**config.mk**
```make
export PLATFORM = sky130hd
export DESIGN_NAME = ordered_list_insert_delete_dump_core_flat
export DESIGN_NICKNAME = d
export VERILOG_FILES = /design/src/rtl/olidd_pkg.sv /design/src/rtl/olidd_if.sv /design/src/rtl/ordered_list_insert_delete_dump_core.sv /design/src/rtl/olidd_ram.sv /design/src/flat_wrapper.sv
export SDC_FILE = /design/constraint.sdc
export NUM_CORES = 2
export LEC_CHECK = 0
export BUFFER_PORTS_ARGS = -buffer_cell sky130_fd_sc_hd__buf_4
export CAP_MARGIN = 0
export CORE_MARGIN = 1
export CORE_UTILIZATION = 55
export DETAILED_ROUTE_END_ITERATION = 16
export GPL_TIMING_DRIVEN = 0
export PLACE_DENSITY = 0.68
export SETUP_SLACK_MARGIN = 0.02
export SYNTH_ARGS = -nofsm -noshare
export SYNTH_HDL_FRONTEND = slang
export SYNTH_HIERARCHICAL = 1
export SYNTH_SLANG_ARGS = --single-unit
```
**constraint.sdc**
```tcl
create_clock -name clk -period 9.3 [get_ports clk]
set_input_delay 1.86 -clock clk [delete_from_list [all_inputs] [get_ports clk]]
set_output_delay 1.86 -clock clk [all_outputs]
set_load 0.02 [all_outputs]
```
**src/rtl/olidd_pkg.sv**
```systemverilog
// Shared types, widths and codes for the ordered list block.
package olidd_pkg;

  localparam int unsigned DEPTH_DEF = 64;
  localparam int unsigned ACT_W     = 2;
  localparam int unsigned VAL_W     = 32;
  localparam int unsigned POS_W     = 16;

  typedef enum logic [ACT_W-1:0] {
    ACT_PUSH_FRONT = 2'd0,
    ACT_PUSH_BACK  = 2'd1,
    ACT_REMOVE     = 2'd2
  } action_t;

  typedef struct packed {
    logic signed [VAL_W-1:0] element;
    logic                    last;
    logic                    empty_res;
    logic                    dropped;
  } res_t;

endpackage

```
**src/rtl/olidd_if.sv**
```systemverilog
// Valid/ready channel interfaces for command items and dump items.
interface olidd_in_if import olidd_pkg::*; ();
  logic                    valid;
  logic                    ready;
  logic [ACT_W-1:0]        action;
  logic signed [VAL_W-1:0] value;
  logic [POS_W-1:0]        position;

  modport source (output valid, action, value, position, input ready);
  modport sink   (input valid, action, value, position, output ready);
endinterface

interface olidd_out_if import olidd_pkg::*; ();
  logic                    valid;
  logic                    ready;
  logic signed [VAL_W-1:0] element;
  logic                    last;
  logic                    empty_res;
  logic                    dropped;

  modport source (output valid, element, last, empty_res, dropped, input ready);
  modport sink   (input valid, element, last, empty_res, dropped, output ready);
endinterface

```
**src/rtl/ordered_list_insert_delete_dump_core.sv**
```systemverilog
// Ordered list: insert at front, append at back, remove at index, dump after each item.
//
// Channels: in_ch carries one command item (action, value, position); out_ch
// returns the whole list front to back, one item per element, last marked.
// An empty list dumps a single item with empty_res set and element zero.
// dropped is set on every dump item of an insert refused on a full list.
// Both channels complete a transfer when valid and ready are high at a clock edge.
//
// Timing: in_ch.ready is high only while no command is being worked on.
// After an accepted command the first dump item is read from the RAM in ST_DUMP
// and registered into the output queue; an empty list dumps without a RAM read.
// A removal at index p past the front first moves the n-p-1 entries behind
// it in ST_SHIFT, one RAM read and one RAM write per cycle. The dump then
// reads one element per cycle from the RAM while the output queue has room.
// The dump feeds a two-entry output queue; when out_ch stalls, RAM reads stop
// and resume without loss. The next command is taken while the last dump
// items still wait in the queue.
// Reset (rst_n low, synchronous) empties the list and the output queue; the
// RAM contents are not cleared, only entries written since are read.
module ordered_list_insert_delete_dump_core import olidd_pkg::*; #(
  parameter int unsigned DEPTH = DEPTH_DEF
) (
  input  logic        clk,
  input  logic        rst_n,
  olidd_in_if.sink    in_ch,
  olidd_out_if.source out_ch
);

  localparam int unsigned SLOT_W = $clog2(DEPTH);
  localparam int unsigned CNT_W  = $clog2(DEPTH + 1);

  typedef enum logic [2:0] {
    ST_IDLE  = 3'b001,
    ST_SHIFT = 3'b010,
    ST_DUMP  = 3'b100
  } state_t;

  state_t             state_r, state_nxt;
  logic [SLOT_W-1:0]  front_r, front_nxt;
  logic [CNT_W-1:0]   count_r, count_nxt;
  logic [CNT_W-1:0]   idx_r, idx_nxt;
  logic               dropped_r, dropped_nxt;
  logic [SLOT_W-1:0]  wslot_r, wslot_nxt;
  logic               wpend_r, wpend_nxt;
  logic               inflight_r, inflight_nxt;
  logic               inflight_last_r, inflight_last_nxt;
  logic               q_head_r, q_head_nxt;
  logic [1:0]         q_cnt_r, q_cnt_nxt;
  res_t               q_r [2];

  logic               ram_we, ram_re;
  logic [SLOT_W-1:0]  ram_waddr, ram_raddr;
  logic [VAL_W-1:0]   ram_wdata, ram_rdata;

  logic               in_acc, pop, room, full, push_v;
  logic [2:0]         occ_after;
  res_t               push_d;
  logic [SLOT_W-1:0]  front_dec, front_inc;
  logic [CNT_W-1:0]   idx_m1;

  // ring slot of list index idx (idx below DEPTH)
  function automatic logic [SLOT_W-1:0] slot_of(input logic [SLOT_W-1:0] front,
                                                input logic [CNT_W-1:0]  idx);
    logic [SLOT_W:0] s;
    s = {1'b0, front} + (SLOT_W+1)'(idx);
    if (s >= (SLOT_W+1)'(DEPTH)) begin
      s = s - (SLOT_W+1)'(DEPTH);
    end
    return s[SLOT_W-1:0];
  endfunction

  olidd_ram #(.WIDTH(VAL_W), .DEPTH(DEPTH)) u_entries (
    .clk   (clk),
    .we    (ram_we),
    .waddr (ram_waddr),
    .wdata (ram_wdata),
    .re    (ram_re),
    .raddr (ram_raddr),
    .rdata (ram_rdata)
  );

  assign in_ch.ready = (state_r == ST_IDLE);
  assign in_acc      = in_ch.valid && in_ch.ready;

  assign out_ch.valid     = (q_cnt_r != 2'd0);
  assign out_ch.element   = q_r[q_head_r].element;
  assign out_ch.last      = q_r[q_head_r].last;
  assign out_ch.empty_res = q_r[q_head_r].empty_res;
  assign out_ch.dropped   = q_r[q_head_r].dropped;
  assign pop              = out_ch.valid && out_ch.ready;

  // a read issued now lands next cycle; keep the queue from overflowing
  assign occ_after = {1'b0, q_cnt_r} + {2'b00, inflight_r} - {2'b00, pop};
  assign room      = (occ_after <= 3'd1);

  assign full      = (count_r == CNT_W'(DEPTH));
  assign front_dec = (front_r == '0) ? SLOT_W'(DEPTH - 1) : front_r - 1'b1;
  assign front_inc = (front_r == SLOT_W'(DEPTH - 1)) ? '0 : front_r + 1'b1;
  assign idx_m1    = idx_r - 1'b1;

  always_comb begin
    state_nxt         = state_r;
    front_nxt         = front_r;
    count_nxt         = count_r;
    idx_nxt           = idx_r;
    dropped_nxt       = dropped_r;
    wslot_nxt         = wslot_r;
    wpend_nxt         = 1'b0;
    inflight_nxt      = 1'b0;
    inflight_last_nxt = inflight_last_r;
    ram_we            = 1'b0;
    ram_waddr         = front_dec;
    ram_wdata         = in_ch.value;
    ram_re            = 1'b0;
    ram_raddr         = slot_of(front_r, idx_r);
    push_v            = inflight_r;
    push_d            = '{element: ram_rdata, last: inflight_last_r,
                          empty_res: 1'b0, dropped: dropped_r};

    case (state_r)
      ST_IDLE: begin
        if (in_acc) begin
          dropped_nxt = 1'b0;
          idx_nxt     = '0;
          state_nxt   = ST_DUMP;
          case (in_ch.action)
            ACT_PUSH_FRONT: begin
              if (full) begin
                dropped_nxt = 1'b1;
              end else begin
                ram_we    = 1'b1;
                ram_waddr = front_dec;
                front_nxt = front_dec;
                count_nxt = count_r + 1'b1;
              end
            end
            ACT_PUSH_BACK: begin
              if (full) begin
                dropped_nxt = 1'b1;
              end else begin
                ram_we    = 1'b1;
                ram_waddr = slot_of(front_r, count_r);
                count_nxt = count_r + 1'b1;
              end
            end
            ACT_REMOVE: begin
              if (in_ch.position < POS_W'(count_r)) begin
                count_nxt = count_r - 1'b1;
                if (in_ch.position == '0) begin
                  front_nxt = (count_r == CNT_W'(1)) ? '0 : front_inc;
                end else if (in_ch.position < POS_W'(count_r - 1'b1)) begin
                  // entries behind the removed one move up by one slot
                  idx_nxt   = CNT_W'(in_ch.position) + 1'b1;
                  state_nxt = ST_SHIFT;
                end
              end
            end
            default: begin
            end
          endcase
        end
      end
      ST_SHIFT: begin
        // idx_r is the source index; its data is written one slot forward next cycle
        if (wpend_r) begin
          ram_we    = 1'b1;
          ram_waddr = wslot_r;
          ram_wdata = ram_rdata;
        end
        if (idx_r <= count_r) begin
          ram_re    = 1'b1;
          ram_raddr = slot_of(front_r, idx_r);
          wslot_nxt = slot_of(front_r, idx_m1);
          wpend_nxt = 1'b1;
          idx_nxt   = idx_r + 1'b1;
        end else begin
          idx_nxt   = '0;
          state_nxt = ST_DUMP;
        end
      end
      ST_DUMP: begin
        if (count_r == '0) begin
          if (!inflight_r && room) begin
            push_v    = 1'b1;
            push_d    = '{element: '0, last: 1'b1, empty_res: 1'b1,
                          dropped: dropped_r};
            state_nxt = ST_IDLE;
          end
        end else if (room) begin
          ram_re            = 1'b1;
          ram_raddr         = slot_of(front_r, idx_r);
          inflight_nxt      = 1'b1;
          inflight_last_nxt = (idx_r == count_r - 1'b1);
          idx_nxt           = idx_r + 1'b1;
          if (idx_r == count_r - 1'b1) begin
            state_nxt = ST_IDLE;
          end
        end
      end
      default: begin
        state_nxt = ST_IDLE;
      end
    endcase

    q_head_nxt = pop ? ~q_head_r : q_head_r;
    q_cnt_nxt  = q_cnt_r + {1'b0, push_v} - {1'b0, pop};
  end

  always_ff @(posedge clk) begin
    if (!rst_n) begin
      state_r    <= ST_IDLE;
      front_r    <= '0;
      count_r    <= '0;
      idx_r      <= '0;
      dropped_r  <= 1'b0;
      wpend_r    <= 1'b0;
      inflight_r <= 1'b0;
      q_head_r   <= 1'b0;
      q_cnt_r    <= '0;
    end else begin
      state_r    <= state_nxt;
      front_r    <= front_nxt;
      count_r    <= count_nxt;
      idx_r      <= idx_nxt;
      dropped_r  <= dropped_nxt;
      wpend_r    <= wpend_nxt;
      inflight_r <= inflight_nxt;
      q_head_r   <= q_head_nxt;
      q_cnt_r    <= q_cnt_nxt;
    end
  end

  always_ff @(posedge clk) begin
    wslot_r         <= wslot_nxt;
    inflight_last_r <= inflight_last_nxt;
    if (push_v) begin
      q_r[q_head_r ^ q_cnt_r[0]] <= push_d;
    end
  end

`ifndef SYNTHESIS
  a_count_bound: assert property (@(posedge clk) disable iff (!rst_n)
    count_r <= CNT_W'(DEPTH))
    else $error("list count above depth");

  a_queue_bound: assert property (@(posedge clk) disable iff (!rst_n)
    q_cnt_r <= 2'd2)
    else $error("output queue count above two");

  a_no_overflow: assert property (@(posedge clk) disable iff (!rst_n)
    inflight_r |-> !(q_cnt_r == 2'd2 && !pop))
    else $error("read data arrives at a full output queue");

  a_busy_after_accept: assert property (@(posedge clk) disable iff (!rst_n)
    in_acc |=> state_r != ST_IDLE)
    else $error("accepted item did not start work");

  a_wpend_shift: assert property (@(posedge clk) disable iff (!rst_n)
    wpend_r |-> state_r == ST_SHIFT)
    else $error("pending move write outside shift");

  a_empty_last: assert property (@(posedge clk) disable iff (!rst_n)
    out_ch.valid && out_ch.empty_res |-> out_ch.last)
    else $error("empty dump item not marked last");
`endif

endmodule

```
**src/rtl/olidd_ram.sv**
```systemverilog
// Generic single write port, single read port RAM with registered read.
module olidd_ram #(
  parameter int unsigned WIDTH = 32,
  parameter int unsigned DEPTH = 64
) (
  input  logic                     clk,
  input  logic                     we,
  input  logic [$clog2(DEPTH)-1:0] waddr,
  input  logic [WIDTH-1:0]         wdata,
  input  logic                     re,
  input  logic [$clog2(DEPTH)-1:0] raddr,
  output logic [WIDTH-1:0]         rdata
);

  logic [WIDTH-1:0] mem [DEPTH];

  always_ff @(posedge clk) begin
    if (we) begin
      mem[waddr] <= wdata;
    end
    if (re) begin
      rdata <= mem[raddr];
    end
  end

endmodule

```
**src/flat_wrapper.sv**
```systemverilog
// flat-port wrapper written by rule: the top's interface ports become plain ports
module ordered_list_insert_delete_dump_core_flat import olidd_pkg::*;
#(
  parameter int unsigned DEPTH = DEPTH_DEF
)
  (clk, rst_n, in_ch_valid, in_ch_action, in_ch_value, in_ch_position, in_ch_ready, out_ch_valid, out_ch_element, out_ch_last, out_ch_empty_res, out_ch_dropped, out_ch_ready);
  olidd_in_if in_ch_i ();
  olidd_out_if out_ch_i ();
  input  logic clk;
  input  logic rst_n;
  input wire logic [$bits(in_ch_i.valid)-1:0] in_ch_valid;
  input wire logic [$bits(in_ch_i.action)-1:0] in_ch_action;
  input wire logic [$bits(in_ch_i.value)-1:0] in_ch_value;
  input wire logic [$bits(in_ch_i.position)-1:0] in_ch_position;
  output wire logic [$bits(in_ch_i.ready)-1:0] in_ch_ready;
  output wire logic [$bits(out_ch_i.valid)-1:0] out_ch_valid;
  output wire logic [$bits(out_ch_i.element)-1:0] out_ch_element;
  output wire logic [$bits(out_ch_i.last)-1:0] out_ch_last;
  output wire logic [$bits(out_ch_i.empty_res)-1:0] out_ch_empty_res;
  output wire logic [$bits(out_ch_i.dropped)-1:0] out_ch_dropped;
  input wire logic [$bits(out_ch_i.ready)-1:0] out_ch_ready;
  assign in_ch_i.valid = in_ch_valid;
  assign in_ch_i.action = in_ch_action;
  assign in_ch_i.value = in_ch_value;
  assign in_ch_i.position = in_ch_position;
  assign in_ch_ready = in_ch_i.ready;
  assign out_ch_valid = out_ch_i.valid;
  assign out_ch_element = out_ch_i.element;
  assign out_ch_last = out_ch_i.last;
  assign out_ch_empty_res = out_ch_i.empty_res;
  assign out_ch_dropped = out_ch_i.dropped;
  assign out_ch_i.ready = out_ch_ready;
  ordered_list_insert_delete_dump_core #(.DEPTH(DEPTH)) u_core (.clk(clk), .rst_n(rst_n), .in_ch(in_ch_i), .out_ch(out_ch_i));
endmodule
```
==> impl_metrics.json <==
{
  "status": "finished, final reports clean",
  "nNetsFinal": 4776,
  "ctsRootBufferMaster": "clkbuf_16",
  "antenna_found_initial": 13,
  "final_cell_mix": "edfxtp_1 (2157), mux4_2 (446), clkbuf_16 (215)",
  "finalSetupViolCount": 0,
  "fin_setup_tns_ps": 0,
  "drv_slew": 0,
  "post-place-ws_ps": 2610,
  "synth.avg_cell_area_um2": 20.3,
  "maxCapViolations": 0,
  "cts.sinks": 2187,
  "worstReg2RegEnd": "u_core/u_entries/rdata[22]",
  "yosysSeqAreaShare_pct": 75.6,
  "rrSetupSlack_ps": 2340,
  "initial_utilization_pct": 55.4,
  "ys_warn_count": 6,
  "via_count": 46500,
  "crit_path_end_kind": "flip-flop",
  "vias_per_cell": 6.73,
  "ys.flop_type": "edfxtp_1",
  "drive_above_1_share_pct": 24.7,
  "cts_setup_buffers": 0,
  "hold_viol": 0,
  "crit_path_start_kind": "flip-flop",
  "fp.dieH_um": 399,
  "crit_fanout": 10,
  "grt_first_pass_wirelength_um": 342000,
  "r2r_start": "u_core/front_r[2]",
  "pin_count": 91,
  "power_leakage_nw": 30.7,
  "clk_pin_slew_ps": 70,
  "final_common_cell": "edfxtp_1",
  "worstSetupPathType": "flip-flop to flip-flop",
  "synth_edf_count": 2157,
  "fmax_mhz": 144,
  "track_usage_pct": 31.2,
  "postSynthNetCount": 4374,
  "clock_path_buffers": 3,
  "clk_latency_ps": 840,
  "cp-endpoint": "u_core/u_entries/rdata[22]",
  "wirelength_um": 245000,
  "core-area_mm2": 0.156,
  "fin_crit_sh_pct": 74.9,
  "fillCellCount": 10400,
  "synthesis.area_mm2": 0.0865,
  "cts_tree": "done",
  "worst_pin_slew_ps": 1450,
  "period_needed_ps": 6960,
  "ant_nets": 0,
  "clock_skew_ps": 27.5,
  "gp_congestion": 0.911,
  "power.total_mw": 21.6,
  "gr-total-overflow": 0,
  "row_count": 145,
  "holdCritPathClass": "flip-flop to flip-flop",
  "drt_iter0_drc": 6868,
  "cts-buffers-inserted": 211,
  "h-tree-depth": 4,
  "rsz0062_at_grt": "false",
  "cts_resized": 0,
  "grt_pass1_vias": 44800,
  "grt_max_degree": 65,
  "arrival_ps": 7410,
  "worstPathRequired_ps": 9750,
  "finalWorstSetupSlack_ps": 2340,
  "slew-limit-headroom_pct": 3.39,
  "max-vdd-ir-drop_uv": 218,
  "area_growth_pct": 14.3,
  "ff_latch_area_mm2": 0.0654,
  "ys_ff_latch": 2187,
  "synthArstFlopShare_pct": 0,
  "netlist_instances": 4257,
  "drc_errors": 0,
  "portBuffers": 89,
  "power_density_mw_per_mm2": 218,
  "r2r_cells": 16,
  "cp-startpoint": "u_core/front_r[2]",
  "die_w_um": 399,
  "hpwlAfterDp_um": 164000,
  "postCtsHoldBufs": 0,
  "die-area_mm2": 0.159,
  "synth_cell_types": 83,
  "drt-pass1-iter-count": 5,
  "multi_input_area_mm2": 0.0201,
  "detail_route.wl_per_cell_um": 35.6
}
==> power breakdown <==
part	leakage, nW	internal [mW]	total, mW	switching [mW]
registers	19.6	10.9	10.9	0.0251
logic	7.83	0.805	2.47	1.67
clock network	3.19	4.57	8.19	3.62
total	30.7	16.3	21.6	5.31
==> sequential cells by signal (all words and copies together) (netlist names), 2 cells and up, named ones only <==
name and flops:
u_core/q_r 70, u_core/count_r 7, u_core/u_entries/rdata 32, u_core/state_r 3, u_core/q_cnt_r 2, u_core/u_entries/mem 2048, u_core/wslot_r 6, u_core/idx_r 7
u_core/front_r 6
==> cell type report <==
cell class              instances  share of cell area, %
diodes                          3                0.00759
well taps                    2058                   2.61
clock inverters               123                  0.962
multi-input cells            1788                   20.3
inverters                      48                  0.182
clock buffers                 270                   5.65
flip-flops and latches       2187                   66.1
plain buffers                 234                   1.42
repair buffers                189                   2.70
==> worst min path at each step <==
stage / from / endpoint / slack [ps] / cells after the start
2_1_floorplan: u_core/dropped_r / u_core/q_r[0][0] / 430 / 0
3_3_place_gp: u_core/dropped_r / u_core/q_r[0][0] / 470 / 0
3_5_place_dp: u_core/dropped_r / u_core/q_r[0][0] / 490 / 0
4_1_cts: u_core/dropped_r / u_core/q_r[0][0] / 500 / 0
5_1_grt: u_core/dropped_r / u_core/q_r[1][0] / 520 / 0
6_report: u_core/dropped_r / u_core/q_r[1][0] / 500 / 0
==> Yosys cell counts, types with 6 or more instances <==
library cell  instances  area, um^2
a211o_1               9        78.8
a211oi_1             28         210
a21o_1                6        45.0
a21oi_1              66         330
a22o_1               12         105
a22oi_1             128         961
a311o_1              12         120
a31oi_1              24         150
and2_1               13        81.3
and3_1               14        87.6
buf_1                 9        33.8
buf_2                54         270
buf_4                28         210
buf_6                33         372
clkbuf_1            101         379
dfxtp_1              30         601
edfxtp_1           2157       64800
ha_1                 59         738
inv_1                48         180
mux2_2               35         394
mux2i_1             190        1900
mux4_2              446       10000
nand2_1             160         601
nand2b_1             11        68.8
nand3_1              69         345
nand3b_1              8        60.1
nand4_1               9        56.3
nor2_1              126         473
nor2b_1              53         332
nor3_1               22         110
o211ai_1             17         128
o21ai_0              52         260
o221ai_1             16         140
o22a_1               13         114
o22ai_1              43         269
or2_2                 9        56.3
or3_1                 9        56.3
xnor2_1              39         342
xor2_1               10        87.6
==> worst max-delay path, stage by stage, from the launching register on <==
cell	delay, ps
dfxtp_1	410
clkbuf_1	330
inv_1	140
ha_1	360
inv_1	90
nor2_1	100
nor2_1	70
o21bai_1	140
a21oi_1	90
xnor2_1	1080
clkbuf_1	890
inv_1	160
nor2_1	1020
clkbuf_1	650
a21oi_1	350
a21oi_1	400
a221oi_1	260
==> through the flow <==
stage	instances	hold WS (ps)	instance area, um^2	util [%]
5_1_grt	6897	519	98800	63.3
3_5_place_dp	6504	486	92300	59.1
6_report	6900	499	98800	63.3
3_3_place_gp	6404	470	89700	57.4
4_1_cts	6897	500	98800	63.3
2_1_floorplan	4257	426	86500	-
==> layer usage <==
layer  vias up  part of all wire, %  track usage (%)
met5         -                0.081            0.454
met2      3147                   46             48.0
met4        16                  4.2             11.8
met3       517                   12             8.35
li1      18500                    -                -
met1     24300                   37             43.1
==> cells by family (layout without fill, tap and decap cells) <==
logic type / count (synthesis) / count (layout) / share of synthesized area [%]
compound gates: 469 / 469 / 3.81
flops: 2187 / 2187 / 75.6
other cells: 0 / 3 / 0
fa+ha+maj: 63 / 63 / 0.946
simple gates: 535 / 535 / 3.01
mux: 671 / 671 / 14.3
xor+xnor: 50 / 50 / 0.522
buf+inv: 282 / 864 / 1.83
Note: power is estimated with default switching activity, not from simulation.
